===== config.mk =====
export PLATFORM = sky130hd
export DESIGN_NAME = tagged_identifier_utf8_validator_top_flat
export DESIGN_NICKNAME = d
export VERILOG_FILES = /design/src/hw/rtl/tiuv_pkg.sv /design/src/hw/rtl/tiuv_if.sv /design/src/hw/rtl/tagged_identifier_utf8_validator_top.sv /design/src/hw/rtl/tiuv_classify.sv /design/src/hw/rtl/tiuv_parser.sv /design/src/flat_wrapper.sv
export SDC_FILE = /design/constraint.sdc
export NUM_CORES = 1
export LEC_CHECK = 0
export BUFFER_PORTS_ARGS = -buffer_cell sky130_fd_sc_hd__buf_2
export CAP_MARGIN = 0
export CORE_MARGIN = 8
export CORE_UTILIZATION = 30
export CTS_CLUSTER_DIAMETER = 120
export DETAILED_ROUTE_END_ITERATION = 6
export PLACE_DENSITY = 0.52
export SYNTH_ARGS = -nofsm -noshare
export SYNTH_HDL_FRONTEND = slang
export SYNTH_SLANG_ARGS = --single-unit

===== constraint.sdc =====
create_clock -name clk_i -period 8.6 [get_ports clk_i]
set_clock_uncertainty 0.2 [all_clocks]
set_input_delay 2.15 -clock clk_i [delete_from_list [all_inputs] [get_ports clk_i]]
set_output_delay 2.15 -clock clk_i [all_outputs]
set_load 0.02 [all_outputs]

===== src/hw/rtl/tiuv_pkg.sv =====
// Package for the tagged identifier UTF-8 validator.
// Holds the beat and result types, character codes and the table of banned codepoint ranges.
// Depends on nothing; the top level, the parser and the classifier use it.
`timescale 1ns / 1ps

package tiuv_pkg;

  localparam int CpWidth = 21;
  typedef logic [CpWidth-1:0] cp_t;

  typedef struct packed {
    logic [7:0] data_byte;
    logic       last_byte;
  } beat_t;

  typedef struct packed {
    logic matched;
  } result_t;

  localparam logic [7:0] ChD          = 8'h64;
  localparam logic [7:0] ChI          = 8'h69;
  localparam logic [7:0] ChN          = 8'h6E;
  localparam logic [7:0] ChColon      = 8'h3A;
  localparam logic [7:0] ChUnderscore = 8'h5F;
  localparam logic [7:0] ChDash       = 8'h2D;
  localparam logic [7:0] ChZero       = 8'h30;
  localparam logic [7:0] ChOne        = 8'h31;
  localparam logic [7:0] ChNine       = 8'h39;
  localparam logic [7:0] ChLowA       = 8'h61;
  localparam logic [7:0] ChLowZ       = 8'h7A;
  localparam logic [7:0] ChUpA        = 8'h41;
  localparam logic [7:0] ChUpZ        = 8'h5A;

  localparam int NumRanges = 30;

  localparam cp_t RangeLo [NumRanges] = '{
    21'h00000, 21'h0007F, 21'h000AD, 21'h00600, 21'h0061C, 21'h006DD,
    21'h0070F, 21'h008E2, 21'h0180E, 21'h0200B, 21'h0202A, 21'h02060,
    21'h02066, 21'h0FEFF, 21'h0FFF9, 21'h110BD, 21'h110CD, 21'h13430,
    21'h1BCA0, 21'h1D173, 21'hE0001, 21'hE0020, 21'h00020, 21'h000A0,
    21'h01680, 21'h02000, 21'h02028, 21'h0202F, 21'h0205F, 21'h03000
  };

  localparam cp_t RangeHi [NumRanges] = '{
    21'h0001F, 21'h0009F, 21'h000AD, 21'h00605, 21'h0061C, 21'h006DD,
    21'h0070F, 21'h008E2, 21'h0180E, 21'h0200F, 21'h0202E, 21'h02064,
    21'h0206F, 21'h0FEFF, 21'h0FFFB, 21'h110BD, 21'h110CD, 21'h13438,
    21'h1BCA3, 21'h1D17A, 21'hE0001, 21'hE007F, 21'h00020, 21'h000A0,
    21'h01680, 21'h0200A, 21'h02029, 21'h0202F, 21'h0205F, 21'h03000
  };

endpackage


===== src/hw/rtl/tiuv_if.sv =====
// Stream interfaces for the validator: byte beats in, match results out.
// Uses nothing from tiuv_pkg.
`timescale 1ns / 1ps

interface tiuv_in_if;
  logic       valid;
  logic       ready;
  logic [7:0] data_byte;
  logic       last_byte;

  modport source (output valid, output data_byte, output last_byte, input ready);
  modport sink   (input valid, input data_byte, input last_byte, output ready);
endinterface

interface tiuv_out_if;
  logic valid;
  logic ready;
  logic matched;

  modport source (output valid, output matched, input ready);
  modport sink   (input valid, input matched, output ready);
endinterface


===== src/hw/rtl/tagged_identifier_utf8_validator_top.sv =====
// Top level of the tagged identifier UTF-8 validator.
// Depends on tiuv_pkg, tiuv_if and tiuv_parser.
//
// The block checks a string of UTF-8 bytes against d:_(i:[1-9][0-9]*|n:[a-zA-Z0-9-]+)_
// followed by one or more codepoints that are not control, format or separator
// characters. Bytes enter one per beat on in_i, the last byte of a string
// flagged by last_byte. Each string yields exactly one beat on out_o, with
// matched high when the whole string fits; other bytes yield nothing.
// A byte is taken every cycle unless a stalled last byte waits in the input register.
// A beat accepted on in_i is held in an input register and processed from there; the
// result of its string is registered in an output register that drives out_o.
// The parse state advances once per byte.
// When out_o is stalled, a finished result stays in the output register and
// the bytes of the next string still flow through; its last byte then waits
// in the input register until the output register frees, and in_i stalls
// behind it.
// Reset clears the parse state and empties both registers; the first byte
// after reset starts a new string.
`timescale 1ns / 1ps

module tagged_identifier_utf8_validator_top (
  input  logic       clk_i,
  input  logic       rst_ni,
  tiuv_in_if.sink    in_i,
  tiuv_out_if.source out_o
);

  logic              in_vld_q;
  tiuv_pkg::beat_t   in_beat_q;
  logic              out_vld_q;
  logic              out_matched_q;
  logic              s1_fire;
  tiuv_pkg::result_t result;

  assign s1_fire  = in_vld_q && (!in_beat_q.last_byte || !out_vld_q || out_o.ready);
  assign in_i.ready = !in_vld_q || s1_fire;

  always_ff @(posedge clk_i or negedge rst_ni) begin
    if (!rst_ni) begin
      in_vld_q <= 1'b0;
    end else if (in_i.ready) begin
      in_vld_q <= in_i.valid;
    end
  end

  always_ff @(posedge clk_i) begin
    if (in_i.valid && in_i.ready) begin
      in_beat_q.data_byte <= in_i.data_byte;
      in_beat_q.last_byte <= in_i.last_byte;
    end
  end

  tiuv_parser u_parser (
    .clk_i    (clk_i),
    .rst_ni   (rst_ni),
    .fire_i   (s1_fire),
    .beat_i   (in_beat_q),
    .result_o (result)
  );

  always_ff @(posedge clk_i or negedge rst_ni) begin
    if (!rst_ni) begin
      out_vld_q <= 1'b0;
    end else if (s1_fire && in_beat_q.last_byte) begin
      out_vld_q <= 1'b1;
    end else if (out_o.ready) begin
      out_vld_q <= 1'b0;
    end
  end

  always_ff @(posedge clk_i) begin
    if (s1_fire && in_beat_q.last_byte) begin
      out_matched_q <= result.matched;
    end
  end

  assign out_o.valid   = out_vld_q;
  assign out_o.matched = out_matched_q;

endmodule


===== src/hw/rtl/tiuv_classify.sv =====
// Codepoint classifier: flags control, format and separator codepoints.
// Depends on tiuv_pkg for the banned range table.
`timescale 1ns / 1ps

module tiuv_classify (
  input  tiuv_pkg::cp_t cp_i,
  output logic          banned_o
);

  logic [tiuv_pkg::NumRanges-1:0] hit;

  always_comb begin
    for (int k = 0; k < tiuv_pkg::NumRanges; k++) begin
      hit[k] = (cp_i >= tiuv_pkg::RangeLo[k]) && (cp_i <= tiuv_pkg::RangeHi[k]);
    end
  end

  assign banned_o = |hit;

endmodule


===== src/hw/rtl/tiuv_parser.sv =====
// Parse state of the validator: prefix recognizer, UTF-8 decoder and reject flag.
// Depends on tiuv_pkg and instantiates tiuv_classify.
`timescale 1ns / 1ps

module tiuv_parser (
  input  logic              clk_i,
  input  logic              rst_ni,
  input  logic              fire_i,
  input  tiuv_pkg::beat_t   beat_i,
  output tiuv_pkg::result_t result_o
);

  localparam logic [3:0] PhD      = 4'd0;
  localparam logic [3:0] PhColon0 = 4'd1;
  localparam logic [3:0] PhUs0    = 4'd2;
  localparam logic [3:0] PhKind   = 4'd3;
  localparam logic [3:0] PhIColon = 4'd4;
  localparam logic [3:0] PhIFirst = 4'd5;
  localparam logic [3:0] PhIDigit = 4'd6;
  localparam logic [3:0] PhNColon = 4'd7;
  localparam logic [3:0] PhNFirst = 4'd8;
  localparam logic [3:0] PhNChar  = 4'd9;
  localparam logic [3:0] PhTail0  = 4'd10;
  localparam logic [3:0] PhTail1  = 4'd11;

  logic [3:0]    phase_q, phase_d;
  logic          rej_q, rej_d, rej_pre;
  logic [1:0]    cont_q, cont_d;
  tiuv_pkg::cp_t acc_q, acc_d;
  logic          check;
  logic          banned;
  logic [7:0]    b;

  function automatic logic is_digit(input logic [7:0] c);
    return (c >= tiuv_pkg::ChZero) && (c <= tiuv_pkg::ChNine);
  endfunction

  function automatic logic is_name_char(input logic [7:0] c);
    return ((c >= tiuv_pkg::ChLowA) && (c <= tiuv_pkg::ChLowZ)) ||
           ((c >= tiuv_pkg::ChUpA) && (c <= tiuv_pkg::ChUpZ)) ||
           is_digit(c) || (c == tiuv_pkg::ChDash);
  endfunction

  assign b = beat_i.data_byte;

  always_comb begin
    phase_d = phase_q;
    rej_pre = rej_q;
    cont_d  = cont_q;
    acc_d   = acc_q;
    check   = 1'b0;
    if (!rej_q) begin
      unique case (phase_q)
        PhD: begin
          if (b == tiuv_pkg::ChD) phase_d = PhColon0; else rej_pre = 1'b1;
        end
        PhColon0: begin
          if (b == tiuv_pkg::ChColon) phase_d = PhUs0; else rej_pre = 1'b1;
        end
        PhUs0: begin
          if (b == tiuv_pkg::ChUnderscore) phase_d = PhKind; else rej_pre = 1'b1;
        end
        PhKind: begin
          if (b == tiuv_pkg::ChI) phase_d = PhIColon;
          else if (b == tiuv_pkg::ChN) phase_d = PhNColon;
          else rej_pre = 1'b1;
        end
        PhIColon: begin
          if (b == tiuv_pkg::ChColon) phase_d = PhIFirst; else rej_pre = 1'b1;
        end
        PhIFirst: begin
          if ((b >= tiuv_pkg::ChOne) && (b <= tiuv_pkg::ChNine)) phase_d = PhIDigit;
          else rej_pre = 1'b1;
        end
        PhIDigit: begin
          if (is_digit(b)) phase_d = PhIDigit;
          else if (b == tiuv_pkg::ChUnderscore) phase_d = PhTail0;
          else rej_pre = 1'b1;
        end
        PhNColon: begin
          if (b == tiuv_pkg::ChColon) phase_d = PhNFirst; else rej_pre = 1'b1;
        end
        PhNFirst: begin
          if (is_name_char(b)) phase_d = PhNChar; else rej_pre = 1'b1;
        end
        PhNChar: begin
          if (is_name_char(b)) phase_d = PhNChar;
          else if (b == tiuv_pkg::ChUnderscore) phase_d = PhTail0;
          else rej_pre = 1'b1;
        end
        PhTail0, PhTail1: begin
          if (cont_q != 2'd0) begin
            acc_d  = {acc_q[tiuv_pkg::CpWidth-7:0], b[5:0]};
            cont_d = cont_q - 2'd1;
            check  = (cont_q == 2'd1);
          end else begin
            phase_d = PhTail1;
            casez (b)
              8'b0???????: begin
                acc_d = {13'd0, b};
                check = 1'b1;
              end
              8'b110?????: begin
                acc_d  = {16'd0, b[4:0]};
                cont_d = 2'd1;
              end
              8'b1110????: begin
                acc_d  = {17'd0, b[3:0]};
                cont_d = 2'd2;
              end
              8'b11110???: begin
                acc_d  = {18'd0, b[2:0]};
                cont_d = 2'd3;
              end
              default: begin
                acc_d = '0;
                check = 1'b1;
              end
            endcase
          end
        end
        default: rej_pre = 1'b1;
      endcase
    end
  end

  tiuv_classify u_classify (
    .cp_i     (acc_d),
    .banned_o (banned)
  );

  assign rej_d = rej_pre | (check & banned);

  assign result_o.matched = !rej_d && (phase_d == PhTail1) && (cont_d == 2'd0);

  always_ff @(posedge clk_i or negedge rst_ni) begin
    if (!rst_ni) begin
      phase_q <= PhD;
      rej_q   <= 1'b0;
      cont_q  <= 2'd0;
      acc_q   <= '0;
    end else if (fire_i) begin
      if (beat_i.last_byte) begin
        phase_q <= PhD;
        rej_q   <= 1'b0;
        cont_q  <= 2'd0;
        acc_q   <= '0;
      end else begin
        phase_q <= phase_d;
        rej_q   <= rej_d;
        cont_q  <= cont_d;
        acc_q   <= acc_d;
      end
    end
  end

endmodule


===== src/flat_wrapper.sv =====
// flat-port wrapper written by rule: the top's interface ports become plain ports
module tagged_identifier_utf8_validator_top_flat 
  (clk_i, rst_ni, in_i_valid, in_i_data_byte, in_i_last_byte, in_i_ready, out_o_valid, out_o_matched, out_o_ready);
  tiuv_in_if in_i_i ();
  tiuv_out_if out_o_i ();
  input  logic clk_i;
  input  logic rst_ni;
  input wire logic [$bits(in_i_i.valid)-1:0] in_i_valid;
  input wire logic [$bits(in_i_i.data_byte)-1:0] in_i_data_byte;
  input wire logic [$bits(in_i_i.last_byte)-1:0] in_i_last_byte;
  output wire logic [$bits(in_i_i.ready)-1:0] in_i_ready;
  output wire logic [$bits(out_o_i.valid)-1:0] out_o_valid;
  output wire logic [$bits(out_o_i.matched)-1:0] out_o_matched;
  input wire logic [$bits(out_o_i.ready)-1:0] out_o_ready;
  assign in_i_i.valid = in_i_valid;
  assign in_i_i.data_byte = in_i_data_byte;
  assign in_i_i.last_byte = in_i_last_byte;
  assign in_i_ready = in_i_i.ready;
  assign out_o_valid = out_o_i.valid;
  assign out_o_matched = out_o_i.matched;
  assign out_o_i.ready = out_o_ready;
  tagged_identifier_utf8_validator_top u_core (.clk_i(clk_i), .rst_ni(rst_ni), .in_i(in_i_i), .out_o(out_o_i));
endmodule

# == After elaboration in Yosys (flattened, before gate mapping) ==
# Index checks and enable logic that the tools add are counted.
# totals
reg_bits,40
input_bits,13
elab_cells,203
output_inout_bits,3
# op_classes
n_mux,44
n_addsub,1
bitwise_logic,3
eq_ne,22
n_lt_le_gt_ge,67
reduce_logical,57
# ops
cell,n
$ge 21x14->1 const B,9
$le 21x14->1 const B,9
$ge 21x17->1 const B,5
$le 21x17->1 const B,5
$ge 21x11->1 const B,4
$le 21x11->1 const B,4
$mux 21,4
$le 21x8->1 const B,3
$mux 4,15
$pmux 4 s11,1
$ge 21x13->1 const B,2
$ge 21x16->1 const B,2
$ge 21x20->1 const B,2
$ge 21x8->1 const B,2
$le 21x13->1 const B,2
$le 21x16->1 const B,2
$le 21x20->1 const B,2
$logic_and 1x1->1,39
$eq 8x7->1 const B,4
$pmux 8 s4,1
$reduce_or 30->1,1
$eq 4x4->1 const B,6
$ge 21x1->1 const B,1
$ge 21x12->1 const B,1
31 further kinds,68

# == Logic depth before layout (Yosys ltp) ==
# Gate-level depths: netlist of the first run.
# logic_depth
word_depth,13
mapped_depth,13
mapped_depth_nobuf,9

# == Cells and area by module ==
# Synthesis of the first run repeated with hierarchy kept, for this count alone.
# unflattened
cells_unflattened,429
area_unflattened_um2,3362.0
# modules_own_cells
module,instances,cells_each,seq_area_each_um2,area_each_um2
tiuv_parser,1,242,700.7,1940.6
tiuv_classify,1,167,0.0,1014.7
tagged_identifier_utf8_validator_top,1,20,350.3,406.6

# == Worst setup path before layout of the first run ==
# OpenSTA, ideal clock, no wires.
# synth_timing
path_kind,in2out
start,input port out_o_ready
end,output port in_i_ready
t_required_ns,6.250
slack_ns,3.722
arrival_ns,2.528
n_path_buf,0
path_stages,2
cell_sequence,nor2b_1 > nand3_1
# synth_between
elab_chain_cells,3
# synth_lines
element,line,rtl
from (decl),flat_wrapper.sv:14,input wire logic [$bits(out_o_i.ready)-1:0] out_o_ready;
$logic_or 1x1->1,tagged_identifier_utf8_validator_top.sv:35,assign s1_fire = in_vld_q && (!in_beat_q.last_byte || !out_vld_q || out_o.ready);
$logic_and 1x1->1,tagged_identifier_utf8_validator_top.sv:35,
$logic_or 1x1->1,tagged_identifier_utf8_validator_top.sv:36,assign in_i.ready = !in_vld_q || s1_fire;
to (decl),flat_wrapper.sv:11,output wire logic [$bits(in_i_i.ready)-1:0] in_i_ready;
# Every way passes these cells.

# == Final worst setup path of the first run ==
# Ends and elaborated chain as after synthesis.

==> flow_metrics.tcl, run 1 <==
set metrics [dict create \
    cts_made_buffers 5 \
    pwr-share-seq_pct 44.3 \
    p_sw_uw 140 \
    num_rows 44 \
    synth_cell_type_count 71 \
    start_kind "input pin" \
    dieArea_um2 18900 \
    yosys.area.top_type_share_pct 16.9 \
    finalSetupViolCount 0 \
    ir_drop_mv 0.137 \
    synth_seq_area_share_pct 23.7 \
    syn_to_final_growth_pct 5.39 \
    dp_slack_ps 3450 \
    status "completed" \
    layout_setup_ws_ps 3470 \
    drtIter0Drc 781 \
    synth-async-reset-ratio_pct 75.0 \
    cts_max_level 2 \
    p_total_uw 509 \
    vias 5148 \
    grt_pass1_vias 4635 \
    gp_congestion 0.978 \
    grt_pass1_wl_mm 26.6 \
    path_cells "buf_2, nor2b_1, nand3_1, buf_2" \
    syn_nets 630 \
    via_per_inst 6.75 \
    die_w_um 138 \
    synthCells 617 \
    critPathMaxFanout 3 \
    antenna_found_initial 0 \
    ctsResizeCount 0 \
    maxCapViolations 0 \
    pwr-share-comb_pct 14.7 \
    grt_max_degree 75 \
    cts_root_buf "clkbuf_16" \
    holdCritPathClass "register to register" \
    initial_core_util_pct 30.6 \
    power.share.clock_pct 41.0 \
    pwr_density_cell_nw_per_um2 109 \
    cts_tree "done" \
    cts_buffer_depth 2 \
    sw_frac_of_total_pct 27.5 \
    clkTransAtPathRegs_ps 60 \
    cp_slowest_cell "buf_2" \
    clock_sinks 40 \
    cp.required_ps 6250 \
    arrival_ps 2780 \
    portBuffers 15 \
    tightest_slew_ps 1060 \
    drive_gt1_share_pct 7.77 \
    rsz0062_at_grt "false" \
    postCtsSetupRepairBufs 0 \
    worstSkewPairLatency_ps 280 \
    synth.avg_cell_area_um2 7.19 \
    fin_nets 591 \
    critical-path-max-stage-delay_ps 220 \
    dr.pass1.iters 6 \
    slew-limit-headroom_pct 29.3 \
    syn-cell-area_um2 4430 \
    fin_crit_sh_pct 59.6 \
    grtUsageTotal_pct 18.0 \
    wirelength_mm 17.2 \
    ys.warnings.count 0 \
    ys.flop_type "dfrtp_1" \
    path_class "input pin to primary output" \
    core_area_um2 14500 \
    fillers 1547 \
    p_int_uw 369 \
    ys_top_cells_by_area "dfrtp_1, edfxtp_1, o21ai_0, nand2_1, clkbuf_1" \
    pin_count 16 \
    p_leak_nw 1.58 \
    layout_min_cycle_time_ps 5130 \
    yosys.area.top_type "dfrtp_1" \
    maxSlewViolCount 0 \
    post_drt_wl_per_cell_um 22.6 \
    grt-ovfl-total 0 \
    synth_edf_count 10 \
    ys_ff_latch 40 \
    hold_violations 0 \
    cts_hold_buf 0 \
    hpwl_mm 12.4 \
    path_common_cell "buf_2" \
    fp.dieH_um 138 \
    antenna_cells 0 \
    ant_nets 0 \
    max_freq_mhz 195 \
    final.setup.tns_ps 0 \
    end_kind "primary output" \
    drc 0 \
]
cells in the mapped netlist, types with 5 or more instances:
cell type and number:
and2_1 8, nor4_1 16, nand2b_1 7, nor3b_1 6
nand2_1 75, o21a_1 7, nor3_1 22, inv_1 9
o22ai_1 12, mux2i_1 6, buf_2 8, nand3_1 30
a22oi_1 17, nor2b_1 16, a31oi_1 8, edfxtp_1 10
dfrtp_1 30, or2_2 6, o32ai_1 5, nor4b_1 8
clkbuf_1 50, nor2_1 40, o31ai_1 5, a21oi_1 20
o211ai_1 11, o2111ai_1 10, a22o_1 6, nand4_1 17
or4_1 7, o21ai_0 60
power groups by stage:
stage | Clock, mW | Combinational, mW | Sequential [mW]
2_1_floorplan | 0 | 0.0679 | 0.211
3_3_place_gp | 0 | 0.0737 | 0.229
3_5_place_dp | 0 | 0.0738 | 0.229
4_1_cts | 0.215 | 0.0745 | 0.225
5_1_grt | 0.221 | 0.0815 | 0.228
6_report | 0.209 | 0.0749 | 0.226
routing by layer:
| metal | GRT usage (%) | vias to the layer above | wire (um) |
|---|---|---|---|
| met5 | 0 | - | 0 |
| met4 | 7.66 | 0 | 631 |
| met3 | 2.63 | 45 | 1520 |
| met2 | 27.7 | 320 | 7670 |
| met1 | 24.5 | 2472 | 7400 |
| li1 | - | 2311 | - |
path summary, 6_finish.rpt:
path	from	cells after the start	slack [ps]	end
max in group asynchronous	rst_ni	1	6040	u_core.u_parser.phase_q[1]
worst max register to register	u_core.u_parser.phase_q[1]	10	4100	u_core.out_o.matched
min in group asynchronous	rst_ni	1	1710	u_core.u_parser.acc_q[18]
worst min register to register	u_core.u_parser.acc_q[20]	2	360	u_core.u_parser.acc_q[20]
worst min-delay path	u_core.u_parser.acc_q[20]	2	360	u_core.u_parser.acc_q[20]
worst max-delay path	out_o_ready	4	3470	in_i_ready
placed cells by master (no fill, tap or decap), drive strengths merged, types with 5 or more instances in the layout:
master   instances
or4              7
nand4           17
inv              9
o21ai           65
o32ai            5
nor3b            6
nand3           30
o22ai           12
mux2i            6
nor2b           16
edfxtp          10
o2111ai         10
dfrtp           30
nor4b            8
clkbuf           5
nand2b           7
o211ai          12
o21a             7
and2             8
a31oi            8
nor2            40
o31ai            5
nor3            22
a21oi           20
a22oi           17
nor4            16
nand2           75
or2              6
a22o             6
buf             18
cell families after synthesis:
kind of cell	share of synthesized area [%]
buffers and inverters	6.91
AOI/OAI and AO/OA	32.5
DFF	23.7
and+or+nand+nor	34.7
muxes	2.12
final cells by class:
type / count / area, um2 / area share (%)
well taps: 184 / 230 / 4.93
clock inverters: 3 / 42.5 / 0.910
clock buffers: 5 / 125 / 2.68
flip-flops and latches: 40 / 1050 / 22.5
multi-input cells: 504 / 3090 / 66.2
repair buffers: 18 / 97.6 / 2.09
inverters: 9 / 33.8 / 0.723
worst max-delay path: cells and delay by family:
family | cells | cell delay (ps)
buffers and inverters | 2 | 320
AND/OR/NAND/NOR | 2 | 310
metrics by stage:
step	hold slack, ps	cell area, um2	utilization [%]	instances
floorplan	300	4430	-	617
global placement	332	4510	31.1	755
detailed placement	340	4510	31.1	755
CTS	354	4670	32.3	763
global route	428	4670	32.3	763
finish	357	4670	32.3	763
sequential cells by signal, summed over array words and instances, names as in the netlist:
name / cells
u_core.in_vld_q: 1
u_core.out_o.matched: 1
u_core.u_parser.rej_q: 1
u_core.u_parser.phase_q: 4
u_core.u_parser.acc_q: 21
u_core.u_parser.cont_q: 2
u_core.out_o.valid: 1
u_core.in_beat_q: 9
(Power assumes the default switching activity.)
==> run 2, diff against run 1 <==
Settings changed: ABC_AREA set to 1.
Clock period 8.6 ns to 4.8 ns, I/O delays scaled along.
==> flow_metrics.tcl, run 2 <==
set metrics [dict create \
    ant_nets 0 \
    hpwl_mm 11.2 \
    die_w_um 135 \
    grt-ovfl-total 0 \
    core_area_um2 13900 \
    critPathMaxFanout 34 \
    hold_path.startpoint "u_core.u_parser.acc_q[16]" \
    drtIter0Drc 514 \
    syn-cell-area_um2 4270 \
    maxCapViolations 0 \
    post-route-util_pct 33.6 \
    synth_cell_type_count 41 \
    dieArea_um2 18300 \
    finalSetupViolCount 0 \
    clock_sinks 40 \
    met1_length_mm 6.70 \
    fp.dieH_um 135 \
    cts_tree "done" \
    rr_startpoint "u_core.u_parser.phase_q[3]" \
    met2_length_mm 6.44 \
    max_freq_mhz 253 \
    syn_nets 759 \
    synth-async-reset-ratio_pct 75.0 \
    portBuffers 15 \
    pin_count 16 \
    yosys.area.top_type "nand2_1" \
    post_drt_wl_per_cell_um 15.5 \
    start_kind "register" \
    grtUsageTotal_pct 16.0 \
    final_common_cell "nand2_1" \
    holdCritPathClass "register to register" \
    ir_drop_mv 0.208 \
    hold_ws_ps 347 \
    initial_core_util_pct 30.7 \
    layout_min_cycle_time_ps 3950 \
    vias 4914 \
    wirelength_mm 14.5 \
    antenna_cells 0 \
    maxSlewViolCount 0 \
    antenna_found_initial 0 \
    grt_pass1_vias 4532 \
    via_per_inst 5.24 \
    largest_register_ffs 21 \
    finalInstanceArea_um2 4660 \
    synth_edf_count 10 \
    dr_wl_met3_mm 1.08 \
    reg2regPathDepth 16 \
    pwr_density_cell_nw_per_um2 420 \
    tightest_slew_ps 840 \
    final.setup.tns_ps 0 \
    dp_slack_ps 966 \
    path_class "register to register" \
    rsz0062_at_grt "false" \
    slew-limit-headroom_pct 43.7 \
    yosys.area.top_type_share_pct 22.3 \
    final_cell_mix "nand2_1, nor2_1, inv_1" \
    synthMostInstantiatedCell "nand2_1" \
    path_cells "inv_2, nor2_4, nand3_2, buf_4, nand2_1, nand2_1, nor2_1, nand3_1, nor3_1, nand3_1, a22oi_1, nor2_1, nand3_1, nand2_1, nand2_1, nor2_1" \
    r2r-end "u_core.out_o.matched" \
    status "completed" \
    cts_made_buffers 5 \
    ctsResizeCount 0 \
    syn_to_final_growth_pct 9.23 \
    arrival_ps 3810 \
    worstSkewPairLatency_ps 290 \
    critical-path-max-stage-delay_ps 570 \
    synth.avg_cell_area_um2 5.72 \
    path_delay_family "simple AND/OR/NAND/NOR gates" \
    cts_root_buf "clkbuf_16" \
    fin_crit_sh_pct 82.4 \
    top_layer_used "met4" \
    cts_buffer_depth 2 \
    top_register "u_core.u_parser.acc_q" \
    gp_congestion 0.940 \
    end_kind "register" \
    fin_nets 769 \
    dr.pass1.iters 6 \
    layout_setup_ws_ps 845 \
    postCtsSetupRepairBufs 0 \
    reg2reg_setup_slack_ps 850 \
    cts_hold_buf 0 \
    grt_pass1_wl_mm 23.6 \
    grt_max_degree 35 \
    dpl_cell_area_um2 4480 \
    path_common_cell "nand2_1" \
    num_rows 43 \
    ys_top_cells_by_area "nand2_1, dfrtp_1, nor2_1, inv_1, edfxtp_1" \
    worstPathBufferInverterCount 2 \
    clkTransAtPathRegs_ps 60 \
    top_regs "u_core.u_parser.acc_q: 21 flops, u_core.in_beat_q: 9 flops, u_core.u_parser.phase_q: 4 flops" \
    worstHoldPathCells 2 \
    drc 0 \
    synthCells 746 \
    hold_violations 0 \
    ys.warnings.count 0 \
    whs_endpoint "u_core.u_parser.acc_q[16]" \
    cp.required_ps 4650 \
    cp_slowest_cell "nand3_2" \
    ys.flop_type "dfrtp_1" \
    p_leak_nw 2.29 \
    synth_seq_area_share_pct 24.6 \
    cts_max_level 2 \
    synth_common_cells "nand2_1, nor2_1, inv_1, nand3_1, dfrtp_1" \
    ys_ff_latch 40 \
    drive_gt1_share_pct 9.51 \
]
==> run 2: how the worst max path moves through the flow <==
stage / start / endpoint / cells after the start
after floorplan: out_o_ready / in_i_ready / 2
after global placement: u_core.u_parser.phase_q[3] / u_core.out_o.matched / 16
after detailed placement: u_core.u_parser.phase_q[3] / u_core.out_o.matched / 16
after CTS: u_core.u_parser.phase_q[3] / u_core.out_o.matched / 16
after global routing: u_core.u_parser.phase_q[3] / u_core.out_o.matched / 16
final: u_core.u_parser.phase_q[3] / u_core.out_o.matched / 16
==> run 2: report_power, final <==
group	internal, mW	leakage, nW	total, mW	switching (mW)
combinational	0.333	1.70	1.11	0.772
clock	0.274	0.0901	0.406	0.133
sequential	0.391	0.508	0.446	0.0546
==> run 2: cell type report <==
class / instances / area (um2)
fillers: 1572 / 9220
multi-input cells: 600 / 2770
flip-flops and latches: 40 / 1050
inverters: 92 / 345
well taps: 180 / 225
clock buffers: 7 / 153
repair buffers: 17 / 90.1
clock inverters: 1 / 30.0
==> run 2: logic make-up after synthesis <==
family / count (synthesis) / synth area share (%)
and+or+nand+nor: 521 / 52.8
AOI/OAI and AO/OA: 79 / 11.9
buffers and inverters: 106 / 10.7
DFF: 40 / 24.6
==> run 2: per-layer routing <==
metal  GRT usage [%]  up-vias
met5               0        -
met4            3.70        0
met3            2.89       22
met2            25.3      223
met1            22.0     2242
li1                -     2427
==> run 2: worst register-to-register path: cells and delay by family, from the launching register on <==
kind,cells,cell delay (ps)
AND/OR/NAND/NOR,13,2250
buffers and inverters,2,540
flip-flops,1,480
AO/OA/AOI/OAI,1,280
==> run 2: through the flow <==
step / instances / power [mW]
global route: 937 / 2.12
finish: 937 / 1.96
detailed placement: 929 / 1.52
global placement: 929 / 1.55
CTS: 937 / 1.94
floorplan: 746 / 1.26
